File: config.mk
export PLATFORM = sky130hd
export DESIGN_NAME = blend_space_1d_range_select
export DESIGN_NICKNAME = d
export VERILOG_FILES = /design/src/rtl/bsr_pkg.sv /design/src/rtl/bsr_cell.sv /design/src/rtl/bsr_divider.sv /design/src/rtl/blend_space_1d_range_select.sv
export VERILOG_INCLUDE_DIRS = /design/src /design/src/rtl
export SDC_FILE = /design/constraint.sdc
export NUM_CORES = 2
export LEC_CHECK = 0
export BUFFER_PORTS_ARGS = -buffer_cell sky130_fd_sc_hd__buf_2
export CORE_MARGIN = 5
export CORE_UTILIZATION = 25
export CTS_CLUSTER_DIAMETER = 120
export DETAILED_ROUTE_END_ITERATION = 8
export MAX_ROUTING_LAYER = met4
export PLACE_DENSITY = 0.48
export SLEW_MARGIN = 15
export SYNTH_ARGS = -nofsm -noshare
export SYNTH_HDL_FRONTEND = slang
export SYNTH_HIERARCHICAL = 1
export SYNTH_SLANG_ARGS = --single-unit
File: constraint.sdc
create_clock -name clk -period 10.3 [get_ports clk]
set_clock_uncertainty 0.2 [all_clocks]
set_input_delay 1.03 -clock clk [delete_from_list [all_inputs] [get_ports clk]]
set_output_delay 1.03 -clock clk [all_outputs]
set_load 0.005 [all_outputs]
File: src/rtl/blend_space_1d_range_select_assert.svh
// assertion macros shared by the range select rtl
`ifndef BLEND_SPACE_1D_RANGE_SELECT_ASSERT_SVH
`define BLEND_SPACE_1D_RANGE_SELECT_ASSERT_SVH

// check that cond implies next-cycle result
`define BSR_ASSERT_NEXT(label, clk, rst_n, ante, cons) \
    label: assert property (@(posedge clk) disable iff (!rst_n) (ante) |=> (cons)) \
        else $error("assertion failed");

// check a same-cycle implication
`define BSR_ASSERT_IMPL(label, clk, rst_n, ante, cons) \
    label: assert property (@(posedge clk) disable iff (!rst_n) (ante) |-> (cons)) \
        else $error("assertion failed");

`endif

File: src/rtl/bsr_pkg.sv
// shared types and constants for the range select block
`timescale 1ns / 1ps
`default_nettype none
package bsr_pkg;
    localparam logic [1:0] OP_CLEAR = 2'd0;
    localparam logic [1:0] OP_LOAD  = 2'd1;
    localparam logic [1:0] OP_QUERY = 2'd2;
    localparam int VAL_W  = 16;
    localparam int SRC_W  = 4;
    localparam int FRAC_W = 17;
    localparam logic [FRAC_W-1:0] FRAC_ONE = 17'h10000;

    // command broadcast along the row of cells
    typedef struct packed {
        logic               shift_en;   // insert step of a load
        logic signed [15:0] value;
    } bsr_cmd_t;
endpackage
`default_nettype wire

File: src/rtl/bsr_cell.sv
// one breakpoint slot: holds a value and source id, shifts up on insert
`timescale 1ns / 1ps
`default_nettype none
module bsr_cell #(
    parameter int IDW = 4
) (
    input  wire logic               clk,
    input  wire logic               rst_n,
    input  wire bsr_pkg::bsr_cmd_t  cmd,
    input  wire logic               take_new,   // this slot receives the new value
    input  wire logic [IDW-1:0]     new_id,
    input  wire logic signed [15:0] left_value,
    input  wire logic [IDW-1:0]     left_id,
    input  wire logic               left_gt,    // left neighbor value greater than new
    output logic signed [15:0]      value,
    output logic [IDW-1:0]          id,
    output logic                    gt
);
    logic signed [15:0] value_reg;
    logic [IDW-1:0]     id_reg;

    assign value = value_reg;
    assign id    = id_reg;
    // this slot moves up when it holds a value above the new one
    assign gt    = value_reg > cmd.value;

    always_ff @(posedge clk or negedge rst_n)
    begin
        if (!rst_n)
        begin
            value_reg <= '0;
            id_reg    <= '0;
        end
        else if (cmd.shift_en)
        begin
            // only slots in [pos, count] change; caller gates via take_new/left_gt
            if (left_gt)
            begin
                value_reg <= left_value;
                id_reg    <= left_id;
            end
            else if (take_new)
            begin
                value_reg <= cmd.value;
                id_reg    <= new_id;
            end
        end
    end
endmodule
`default_nettype wire

File: src/rtl/bsr_divider.sv
// restoring divider for the blend fraction, one quotient bit a cycle
`timescale 1ns / 1ps
`default_nettype none
module bsr_divider (
    input  wire logic        clk,
    input  wire logic        rst_n,
    input  wire logic        start,
    input  wire logic [16:0] num,   // v - lo
    input  wire logic [16:0] den,   // hi - lo, nonzero
    output logic             done,
    output logic [16:0]      quot
);
    logic [33:0] rem_reg, rem_next;
    logic [32:0] q_reg, q_next;
    logic [5:0]  cnt_reg, cnt_next;
    logic        busy_reg, busy_next;
    logic [33:0] trial;

    assign trial = {rem_reg[32:0], q_reg[32]} - {17'd0, den};

    always_comb
    begin
        rem_next  = rem_reg;
        q_next    = q_reg;
        cnt_next  = cnt_reg;
        busy_next = busy_reg;
        if (start) begin
            rem_next  = '0;
            q_next    = {num, 16'd0};
            cnt_next  = 6'd33;
            busy_next = 1'b1;
        end else if (busy_reg) begin
            if (!trial[33]) begin
                rem_next = trial;
                q_next   = {q_reg[31:0], 1'b1};
            end else begin
                rem_next = {rem_reg[32:0], q_reg[32]};
                q_next   = {q_reg[31:0], 1'b0};
            end
            cnt_next = cnt_reg - 6'd1;
            if (cnt_reg == 6'd1)
                busy_next = 1'b0;
        end
    end

    always_ff @(posedge clk or negedge rst_n)
    begin
        if (!rst_n) begin
            busy_reg <= 1'b0;
            cnt_reg  <= '0;
        end else begin
            busy_reg <= busy_next;
            cnt_reg  <= cnt_next;
        end
    end
    always_ff @(posedge clk)
    begin
        rem_reg <= rem_next;
        q_reg   <= q_next;
    end

    assign done = busy_reg && cnt_reg == 6'd1;
    // quotient <= 65536 since v <= hi; clamp anyway
    assign quot = (q_next[32:17] != '0 || q_next[16:0] > 17'h10000) ?
                  17'h10000 : q_next[16:0];
endmodule
`default_nettype wire

File: src/rtl/blend_space_1d_range_select.sv
// Sorted breakpoint store with interval lookup. Breakpoints live in a row of
// MAX_SOURCES cells; a load inserts by shifting greater entries up one cell, so
// it stalls the input for one cycle; a clear, a dropped load or an unused op
// stalls nothing. A query clamps the value, then scans the cells one pair per
// cycle for the first pair that holds it, and when at least two breakpoints are
// held and that pair spans a nonempty range it runs a 33-step restoring divider:
// a query keeps the input stalled through its scan and any division, and its
// result goes to the output register when either ends. The result sits in
// that register, so the next item is taken while it waits; a later query
// only finishes its scan once that register is free.
`timescale 1ns / 1ps
`default_nettype none
`include "blend_space_1d_range_select_assert.svh"
module blend_space_1d_range_select #(
    parameter int MAX_SOURCES = 16
) (
    input  wire logic              clk,
    input  wire logic              rst_n,
    input  wire logic              in_valid,
    output logic                   in_stall,
    input  wire logic [1:0]        op,
    input  wire logic signed [15:0] sample_value,
    output logic                   out_valid,
    input  wire logic              out_stall,
    output logic [3:0]             first_source,
    output logic [3:0]             second_source,
    output logic [16:0]            blend_fraction,
    output logic                   single_source,
    output logic                   result_valid,
    output logic                   overflow_flag
);
    localparam int IDW = $clog2(MAX_SOURCES);
    localparam int CW  = $clog2(MAX_SOURCES + 1);
    localparam logic [CW-1:0] FULL = CW'(MAX_SOURCES);

    typedef enum logic [1:0] {S_IDLE, S_LOAD, S_SCAN, S_DIV} state_t;
    state_t state_reg;

    logic signed [15:0] v_reg;
    logic [CW-1:0]      count_reg;
    logic               drop_reg;
    logic [IDW-1:0]     idx_reg;
    logic               ov_reg;

    bsr_pkg::bsr_cmd_t  cmd;
    logic signed [15:0] cval [MAX_SOURCES];
    logic [IDW-1:0]     cid  [MAX_SOURCES];
    logic               cgt  [MAX_SOURCES];

    assign cmd = '{shift_en: state_reg == S_LOAD, value: v_reg};

    for (genvar g = 0; g < MAX_SOURCES; g++)
    begin : g_cell
        logic signed [15:0] lv;
        logic [IDW-1:0]     lid;
        logic               lgt;
        logic               take;
        if (g == 0)
        begin : g_first
            assign lv  = '0;
            assign lid = '0;
            assign lgt = 1'b0;
        end
        else
        begin : g_rest
            assign lv  = cval[g-1];
            assign lid = cid[g-1];
            assign lgt = cgt[g-1] && (CW'(g) <= count_reg);
        end
        // new value lands in the lowest held slot above it, or at the free end
        assign take = (CW'(g) == count_reg) || (cgt[g] && (CW'(g) < count_reg));
        bsr_cell #(.IDW(IDW)) u_cell (
            .clk(clk), .rst_n(rst_n), .cmd(cmd), .take_new(take),
            .new_id(count_reg[IDW-1:0]), .left_value(lv), .left_id(lid),
            .left_gt(lgt), .value(cval[g]), .id(cid[g]), .gt(cgt[g]));
    end

    // scan pair at idx_reg
    logic signed [15:0] lo, hi, top, vc;
    logic               hold, last_pair;
    assign lo  = cval[idx_reg];
    assign hi  = cval[IDW'(idx_reg + 1'b1)];
    assign top = cval[IDW'(count_reg - 1'b1)];
    assign vc  = (v_reg < cval[0]) ? cval[0] : ((v_reg > top) ? top : v_reg);
    assign hold = lo <= vc && vc <= hi;
    assign last_pair = CW'(idx_reg) + CW'(2) >= count_reg;

    logic        out_busy, scan_end, result_load;
    logic        div_start, div_done;
    logic [16:0] div_q;
    logic [16:0] dnum, dden;
    assign dnum = 17'(vc - lo);
    assign dden = 17'(hi - lo);

    // a scan only ends once the output register can take its result
    assign out_busy    = out_valid && out_stall;
    assign scan_end    = state_reg == S_SCAN && !out_busy &&
                         (count_reg < CW'(2) || hold || last_pair);
    assign div_start   = scan_end && count_reg >= CW'(2) && hi > lo && vc >= lo;
    assign result_load = (scan_end && !div_start) || (state_reg == S_DIV && div_done);

    bsr_divider u_div (
        .clk(clk), .rst_n(rst_n), .start(div_start), .num(dnum), .den(dden),
        .done(div_done), .quot(div_q));

    assign in_stall = state_reg != S_IDLE;

    always_ff @(posedge clk or negedge rst_n)
    begin
        if (!rst_n)
        begin
            state_reg      <= S_IDLE;
            count_reg      <= '0;
            drop_reg       <= 1'b0;
            out_valid      <= 1'b0;
            idx_reg        <= '0;
            v_reg          <= '0;
            ov_reg         <= 1'b0;
            first_source   <= '0;
            second_source  <= '0;
            blend_fraction <= '0;
            single_source  <= 1'b0;
            result_valid   <= 1'b0;
            overflow_flag  <= 1'b0;
        end
        else
        begin
            if (result_load)
                out_valid <= 1'b1;
            else if (!out_stall)
                out_valid <= 1'b0;

            unique case (state_reg)
                S_IDLE:
                begin
                    if (!in_stall && in_valid)
                    begin
                        v_reg   <= sample_value;
                        idx_reg <= '0;
                        ov_reg  <= drop_reg;
                        priority if (op == bsr_pkg::OP_CLEAR)
                        begin
                            count_reg <= '0;
                            drop_reg  <= 1'b0;
                        end
                        else if (op == bsr_pkg::OP_LOAD)
                        begin
                            if (count_reg >= FULL)
                                drop_reg <= 1'b1;
                            else
                                state_reg <= S_LOAD;
                        end
                        else if (op == bsr_pkg::OP_QUERY)
                            state_reg <= S_SCAN;
                        else
                            state_reg <= S_IDLE;
                    end
                end
                S_LOAD:
                begin
                    count_reg <= count_reg + 1'b1;
                    state_reg <= S_IDLE;
                end
                S_SCAN:
                begin
                    priority if (count_reg >= CW'(2) && !hold && !last_pair)
                        idx_reg <= idx_reg + 1'b1;
                    else if (scan_end)
                    begin
                        priority if (count_reg < CW'(2))
                        begin
                            first_source   <= '0;
                            second_source  <= '0;
                            blend_fraction <= '0;
                            single_source  <= 1'b0;
                            result_valid   <= 1'b0;
                            overflow_flag  <= ov_reg;
                            state_reg      <= S_IDLE;
                        end
                        else if (div_start)
                            state_reg <= S_DIV;
                        else
                        begin
                            first_source   <= 4'(cid[idx_reg]);
                            second_source  <= 4'(cid[idx_reg]);
                            blend_fraction <= '0;
                            single_source  <= 1'b1;
                            result_valid   <= 1'b1;
                            overflow_flag  <= ov_reg;
                            state_reg      <= S_IDLE;
                        end
                    end
                    else
                        state_reg <= S_SCAN;
                end
                S_DIV:
                begin
                    if (div_done)
                    begin
                        blend_fraction <= div_q;
                        single_source  <= div_q == 17'd0 || div_q == bsr_pkg::FRAC_ONE;
                        if (div_q == bsr_pkg::FRAC_ONE)
                        begin
                            first_source  <= 4'(cid[IDW'(idx_reg + 1'b1)]);
                            second_source <= 4'(cid[IDW'(idx_reg + 1'b1)]);
                        end
                        else if (div_q == 17'd0)
                        begin
                            first_source  <= 4'(cid[idx_reg]);
                            second_source <= 4'(cid[idx_reg]);
                        end
                        else
                        begin
                            first_source  <= 4'(cid[idx_reg]);
                            second_source <= 4'(cid[IDW'(idx_reg + 1'b1)]);
                        end
                        result_valid  <= 1'b1;
                        overflow_flag <= ov_reg;
                        state_reg     <= S_IDLE;
                    end
                end
                default: state_reg <= S_IDLE;
            endcase
        end
    end

    `BSR_ASSERT_IMPL(a_count_max, clk, rst_n, 1'b1, count_reg <= FULL)
    `BSR_ASSERT_IMPL(a_single_frac, clk, rst_n, out_valid && single_source,
        blend_fraction == 17'd0 || blend_fraction == bsr_pkg::FRAC_ONE)
    `BSR_ASSERT_IMPL(a_invalid_zero, clk, rst_n, out_valid && !result_valid,
        blend_fraction == 17'd0 && !single_source)
    `BSR_ASSERT_NEXT(a_load_grows, clk, rst_n, state_reg == S_LOAD,
        count_reg == $past(count_reg) + 1'b1)
    `BSR_ASSERT_NEXT(a_out_hold, clk, rst_n, out_valid && out_stall,
        out_valid && $stable(blend_fraction) && $stable(first_source))
endmodule
`default_nettype wire
# After elaboration in Yosys (flattened, before gate mapping)
# Cells that the tools add are included.
totals:
  register_bits: 451
  out_inout_bits: 30
classes:
  add_sub_neg: 8
  magnitude_cmp: 61
  n_eq_ne: 32
  muxes: 140
  bitwise_logic: 3
  reduce_logical: 119
op_table:
  columns: ["operator", "count"]
  rows:
  - ["$mux 16", 38]
  - ["$gt 16x16->1", 18]
  - ["$bmux 16 s4", 3]
  - ["$mux 4", 45]
  - ["$mux 17", 6]
  - ["$mux 33", 3]
  - ["$logic_and 1x1->1", 44]
  - ["$reduce_bool 2->1", 22]
  - ["$eq 4x5->1 const A", 8]
  - ["$le 4x5->1 const A", 8]
  - ["$lt 4x5->1 const A", 8]
  - ["$pmux 17 s2", 1]
  - ["$reduce_and 2->1", 17]
  - ["$sub 16x16->17", 2]
  - ["$sub 34x17->34", 1]
  - ["$bmux 4 s4", 2]
  - ["$le 16x16->1", 2]
  - ["$pmux 4 s2", 3]
  - ["$logic_or 1x1->1", 21]
  - ["$eq 3x5->1 const A", 4]
  - ["$ge 5x5->1 const B", 4]
  - ["$le 3x5->1 const A", 4]
  - ["$lt 3x5->1 const A", 4]
  - ["$mux 1", 20]
  - ["other kinds (40)", 75]

# Longest topological paths before layout
logic_depth:
  depth_word: 25
  mapped_depth: 44
  mapped_depth_nobuf: 40

# By module
# The synthesis kept the hierarchy.
by_module_without_submodules:
  columns: ["mod", "instances", "cells_each", "area_each_um2"]
  rows:
  - ["blend_space_1d_range_select", 1, 1112, 12938.7]
  - ["bsr_cell (g_cell[0].u_cell ...)", 9, 145, 1325.0]
  - ["bsr_cell (g_cell[3].u_cell ...)", 7, 142, 1316.3]
  - ["bsr_divider", 1, 530, 4451.8]

# Worst setup path before layout
# OpenSTA, ideal clock, no wires.
synth_timing:
  path_kind: "register -> register"
  from: "register count_reg[0]"
  to: "register second_source[0]"
  arrival_ns: 10.317
  required_time_ns: 9.975
  slack_ns: -0.342
  path_stages_with_launch: 42
  path_buffers: 7
  synth_period_minus_slack_ns: 10.642
  cell_sequence: "dfrtp_1 > clkbuf_1 > inv_1 > ha_1 > xnor2_1 > clkbuf_1 > mux4_2 > inv_1 > ha_1 > nand4_1 > or3_1 > a21o_1 > o2111a_1 > mux2i_1 > a21oi_1 > clkbuf_1 > mux2i_1 > mux2i_1 > (+6 left out) > and3_1 > buf_6 > o211a_1 > clkbuf_1 > clkbuf_1 > o21ai_0 > nor4_1 > and4_1 > nand2b_1 > clkbuf_1 > a21bo_4 > and2_1 > nor4_1 > nand4_1 > nor2_1 > mux2i_1 > o21ai_0 > mux2_2"
synth_via:
  elab_chain_cells: 25
synth_lines:
  columns: ["element", "line_no", "text"]
  rows:
  - ["start: declaration", "blend_space_1d_range_select.sv:40", "logic [CW-1:0] count_reg;"]
  - ["start signal: assignment", "blend_space_1d_range_select.sv:161", "count_reg <= count_reg + 1'b1;"]
  - ["$sub 4x1->4", "blend_space_1d_range_select.sv:83", "assign top = cval[IDW'(count_reg - 1'b1)];"]
  - ["$not 4->5 (implied by the code)", "blend_space_1d_range_select.sv:83", null]
  - ["$bmux 16 s4", "blend_space_1d_range_select.sv:83", null]
  - ["$mux 16 (implied by the code) (2 in series)", "blend_space_1d_range_select.sv:83", null]
  - ["$gt 16x16->1", "blend_space_1d_range_select.sv:84", "assign vc = (v_reg < cval[0]) ? cval[0] : ((v_reg > top) ? top : v_reg);"]
  - ["$mux 16 (2 in series)", "blend_space_1d_range_select.sv:84", null]
  - ["$le 16x16->1", "blend_space_1d_range_select.sv:85", "assign hold = lo <= vc && vc <= hi;"]
  - ["$logic_and 1x1->1", "blend_space_1d_range_select.sv:85", null]
  - ["(+6 left out)", null, null]
  - ["named net div_start", "blend_space_1d_range_select.sv:89", "logic div_start, div_done;"]
  - ["(+1 left out)", null, null]
  - ["named net u_div.q_next[25]", "bsr_divider.sv:14", "logic [32:0] q_reg, q_next;"]
  - ["(+1 left out)", null, null]
  - ["$logic_or 1x1->1 (*)", "bsr_divider.sv:64", "assign quot = (q_next[32:17] != '0 || q_next[16:0] > 17'h10000) ?"]
  - ["$mux 17 (*)", "bsr_divider.sv:64", null]
  - ["named net div_q[16]", "blend_space_1d_range_select.sv:90", "logic [16:0] div_q;"]
  - ["$logic_not 17->1", "blend_space_1d_range_select.sv:207", "else if (div_q == 17'd0)"]
  - ["$mux 4", "blend_space_1d_range_select.sv:207", null]
  - ["$mux 4 (*)", "blend_space_1d_range_select.sv:202", "if (div_q == bsr_pkg::FRAC_ONE)"]
  - ["$mux 4 (*)", "blend_space_1d_range_select.sv:198", "if (div_done)"]
  - ["$pmux 4 s2 (*)", "blend_space_1d_range_select.sv:133", "unique case (state_reg)"]
  - ["end signal: assignment", "blend_space_1d_range_select.sv:205", "second_source <= 4'(cid[IDW'(idx_reg + 1'b1)]);"]
  - ["end signal: assignment", "blend_space_1d_range_select.sv:210", "second_source <= 4'(cid[idx_reg]);"]
  - ["end signal: assignment", "blend_space_1d_range_select.sv:215", "second_source <= 4'(cid[IDW'(idx_reg + 1'b1)]);"]
  - ["end: declaration", "blend_space_1d_range_select.sv:26", "output logic [3:0] second_source,"]
# Mark *: on every way through the listed nets, which the timed path passes. The rest lies on a longest branch. The select of a mux whose other input is x is not followed.
# A chain may end at the register's enable or synchronous reset.

# Worst setup path after layout
layout_timing:
  from: "register count_reg[0]"
  to: "register first_source[3]"
layout_via:
  elab_chain_cells: 24
layout_lines:
  columns: ["element", "line_no", "text"]
  rows:
  - ["$sub 4x1->4", "blend_space_1d_range_select.sv:83", null]
  - ["$not 4->5 (implied by the code)", "blend_space_1d_range_select.sv:83", null]
  - ["$bmux 16 s4", "blend_space_1d_range_select.sv:83", null]
  - ["$mux 16 (implied by the code) (2 in series)", "blend_space_1d_range_select.sv:83", null]
  - ["$gt 16x16->1", "blend_space_1d_range_select.sv:84", null]
  - ["$mux 16 (2 in series)", "blend_space_1d_range_select.sv:84", null]
  - ["$le 16x16->1", "blend_space_1d_range_select.sv:85", null]
  - ["$logic_and 1x1->1", "blend_space_1d_range_select.sv:85", null]
  - ["(+6 left out)", null, null]
  - ["named net div_start", "blend_space_1d_range_select.sv:89", null]
  - ["(+1 left out)", null, null]
  - ["$gt 17x17->1 or $reduce_bool 16->1 (tied branches)", "bsr_divider.sv:64", null]
  - ["$logic_or 1x1->1", "bsr_divider.sv:64", null]
  - ["$mux 17 (*)", "bsr_divider.sv:64", null]
  - ["named net div_q[11]", "blend_space_1d_range_select.sv:90", null]
  - ["$eq 17x17->1 (*)", "blend_space_1d_range_select.sv:202", null]
  - ["$mux 4 (*)", "blend_space_1d_range_select.sv:202", null]
  - ["$mux 4 (*)", "blend_space_1d_range_select.sv:198", null]
  - ["$pmux 4 s2 (*)", "blend_space_1d_range_select.sv:133", null]
  - ["end signal: assignment", "blend_space_1d_range_select.sv:204", "first_source <= 4'(cid[IDW'(idx_reg + 1'b1)]);"]
  - ["end signal: assignment", "blend_space_1d_range_select.sv:209", "first_source <= 4'(cid[idx_reg]);"]
  - ["end signal: assignment", "blend_space_1d_range_select.sv:214", "first_source <= 4'(cid[idx_reg]);"]
  - ["end: declaration", "blend_space_1d_range_select.sv:25", "output logic [3:0] first_source,"]
# Marks and branches as above.

==> results by group <==
Outcome
  – Status: finished clean

Worst setup path
  – Critical setup path kind: reg2reg
  – CP max stage delay: 0.53 ns
  – Critical Path RT: 10.66 ns
  – Crit path max fanout: 48
  – CP Launch Type: flip-flop
  – Nature of the critical path endpoint: flip-flop
  – CP arrival: 10.07 ns
  – Slowest CP cell: or4b_1

Route
  – Final Routed Wirelength: 144000 um
  – DR pass1 iterations: 5
  – Avg WL per Cell: 23.6 um
  – DRC viols: 0
  – Starting DRT DRC Count: 2616
  – Vias/cell: 5.25
  – Antenna-violating nets left: 0
  – Vias: 32.0k

Yosys
  – Syn avg cell area: 9.78 um^2
  – Mapped Cells: 3941
  – Synth Area in XOR/XNOR: 1.52%
  – Synth Area in Compound Gates: 13.2%
  – Adder-cell area share of the yosys netlist: 12.1%
  – Seq/Total Area, Yosys: 28.4%
  – Synth unique cells: 83
  – Yosys top cell by area: dfrtp_1
  – FF+latch count, synth: 451
  – Prevailing post-synth register cell: dfrtp_1
  – Post-synth top cells: nand2_1, o21ai_0, mux2i_1
  – Largest family of logic cells by synthesized area: multiplexers
  – Mapped Area: 0.0385 mm^2
  – Most numerous cell in the Yosys netlist: nand2_1
  – Yosys top cell area share: 25.0%
  – Number of synthesized flops with an enable pin: 0
  – Synth area leaders: dfrtp_1, mux4_2, ha_1, mux2i_1, o21ai_0
  – Synth warn: 6
  – Async S/R FF share, synth: 85.4%
  – Post-synthesis mux area share: 28.2%
  – Simple-gate area share of the yosys netlist: 10.4%

Die
  – CORE AREA: 0.154 mm^2
  – Die height: 403 um
  – Initial Utilization: 25.1%
  – Die span in x: 403 um
  – Io pins: 52
  – Cell Rows: 144
  – Die ar.: 0.162 mm^2

Placed design
  – Port bufs: 51
  – DPL Wire Length: 110000 um
  – Placer Congestion: 0.925

Timing
  – Final Setup Violations: 0
  – Slew at the pin closest to its max-slew limit: 1.17 ns
  – RSZ-0062 raised after global routing: no
  – Max Clk Rate: 103 MHz
  – Final Hold Viols: 0
  – Slew headroom: 21.6%
  – Clock period minus final worst setup slack: 9.72 ns
  – Post-route setup TNS: 0 ns
  – Max-slew violations: 0
  – Crit share post-route: 94.3%

GRT
  – First-pass GRT wire length: 213000 um
  – GRT overflow: 0
  – Largest net degree at the start of global routing: 157
  – Initial antenna violation count: 6
  – Vias in the first global route: 31.0k
  – Total track usage: 17.8%

Clock network
  – CTS Sinks: 451
  – CTS tree: yes
  – CTS Hold Bufs: 0
  – Cts bufs inserted: 58
  – Clock Latency Late Sink: 0.69 ns
  – CTS HTree Levels: 2
  – Root Driver: clkbuf_16
  – Clock transition at path regs: 0.06 ns
  – CTS Buffer Depth: 3

Min path
  – Hold Crit Class: in2async

Final layout
  – Layout fillers: 16.0k
  – # nets final: 4391
  – Number of flip-flops in the largest register: 256
  – Area growth, synth to finish: 14.0%
  – Layout cell share with drive strength beyond 1: 16.5%

Flow run
  – Max-cap violation count: 0
[worst max-delay path, delay by kind of cell, from the launching register on]
| kind | cells | cell delay (ns) |
|---|---|---|
| flip-flops | 1 | 0.48 |
| buffers and inverters | 8 | 1.66 |
| multiplexers | 7 | 2.06 |
| AND/OR/NAND/NOR | 10 | 2.44 |
| AO/OA/AOI/OAI | 10 | 1.90 |
| adder cells (fa/ha/maj) | 3 | 0.76 |
[routing by layer]
layer / GRT usage, % / up-vias / routed length (um)
li1: - / 14600 / -
met1: 24.0 / 16100 / 63200
met2: 27.5 / 1156 / 65700
met3: 3.44 / 170 / 11100
met4: 4.59 / 0 / 3720
met5: - / - / 0
[worst paths after layout]
| path | startpoint | endpoint | slack, ns | cells past startpoint |
|---|---|---|---|---|
| min in group clk | u_div/rem_reg[14] | u_div/rem_reg[14] | 0.28 | 2 |
| worst max-delay path | count_reg[0] | first_source[3] | 0.58 | 38 |
| worst min register to register | u_div/rem_reg[14] | u_div/rem_reg[14] | 0.28 | 2 |
| worst min-delay path | rst_n | out_valid | 0.09 | 1 |
| worst max register to register | count_reg[0] | first_source[3] | 0.58 | 38 |
| max in group asynchronous | rst_n | g_cell[8].u_cell/value[2] | 7.50 | 3 |
[through the flow]
step	utilization [%]	hold WS (ns)	instances	setup WS (ns)	area [um^2]
floorplan	-	0.242	3963	0.0972	38600
finish	28.6	0.0911	6098	0.585	43900
global placement	27.2	0.266	5976	0.169	41800
global route	28.6	0.114	6096	0.0102	43900
detailed placement	27.2	0.276	5976	0.0231	41800
CTS	28.5	0.0742	6085	0.00751	43800
[layout by cell type (no fill, tap or decap), types with 23 or more instances in the layout]
| cell type | Yosys | final |
|---|---|---|
| a211oi_1 | 29 | 29 |
| a21o_1 | 52 | 52 |
| a21oi_1 | 160 | 158 |
| buf_2 | 69 | 50 |
| buf_4 | 0 | 126 |
| clkbuf_16 | 0 | 58 |
| conb_1 | 1 | 23 |
| dfrtp_1 | 385 | 380 |
| dfxtp_1 | 66 | 66 |
| ha_1 | 367 | 365 |
| inv_1 | 394 | 394 |
| mux2_2 | 28 | 28 |
| mux2i_1 | 417 | 417 |
| mux4_2 | 280 | 280 |
| nand2_1 | 468 | 467 |
| nand3_1 | 30 | 30 |
| nand4_1 | 74 | 74 |
| nor2_1 | 125 | 124 |
| nor2b_1 | 32 | 29 |
| nor3_1 | 31 | 31 |
| o21a_1 | 23 | 23 |
| o21ai_0 | 442 | 426 |
| xnor2_1 | 37 | 34 |
| xor2_1 | 28 | 27 |
[cells by family (layout without fill, tap and decap cells)]
kind of cell / after synthesis / count (layout)
buf+inv: 602 / 687
simple gates: 863 / 863
xor+xnor: 66 / 66
other cells: 1 / 29
fa+ha+maj: 370 / 370
mux: 728 / 728
flops: 451 / 451
compound gates: 860 / 860
[layout make-up]
class                      instances  area (um^2)  share of cell area [%]
multi-input combinational       2910        25500                    58.1
sequential                       451        11000                    25.0
tap                             2044         2560                    5.82
clock buffer                      76         1620                    3.69
inverter                         395         1480                    3.38
timing repair buffer             183         1320                    3.01
clock inverter                    33          414                   0.943
antenna                            6         15.0                  0.0342
[what timing repair did]
| action | in CTS | in global routing |
|---|---|---|
| endpoints found under the setup margin | 0 | 8 |
| resized for setup | 0 | 4 |
| buffers inserted | 0 | 7 |
Power is left out: the tool's default activity adds up to more than one toggle a clock period on the data nets, which glitch-free logic cannot reach.
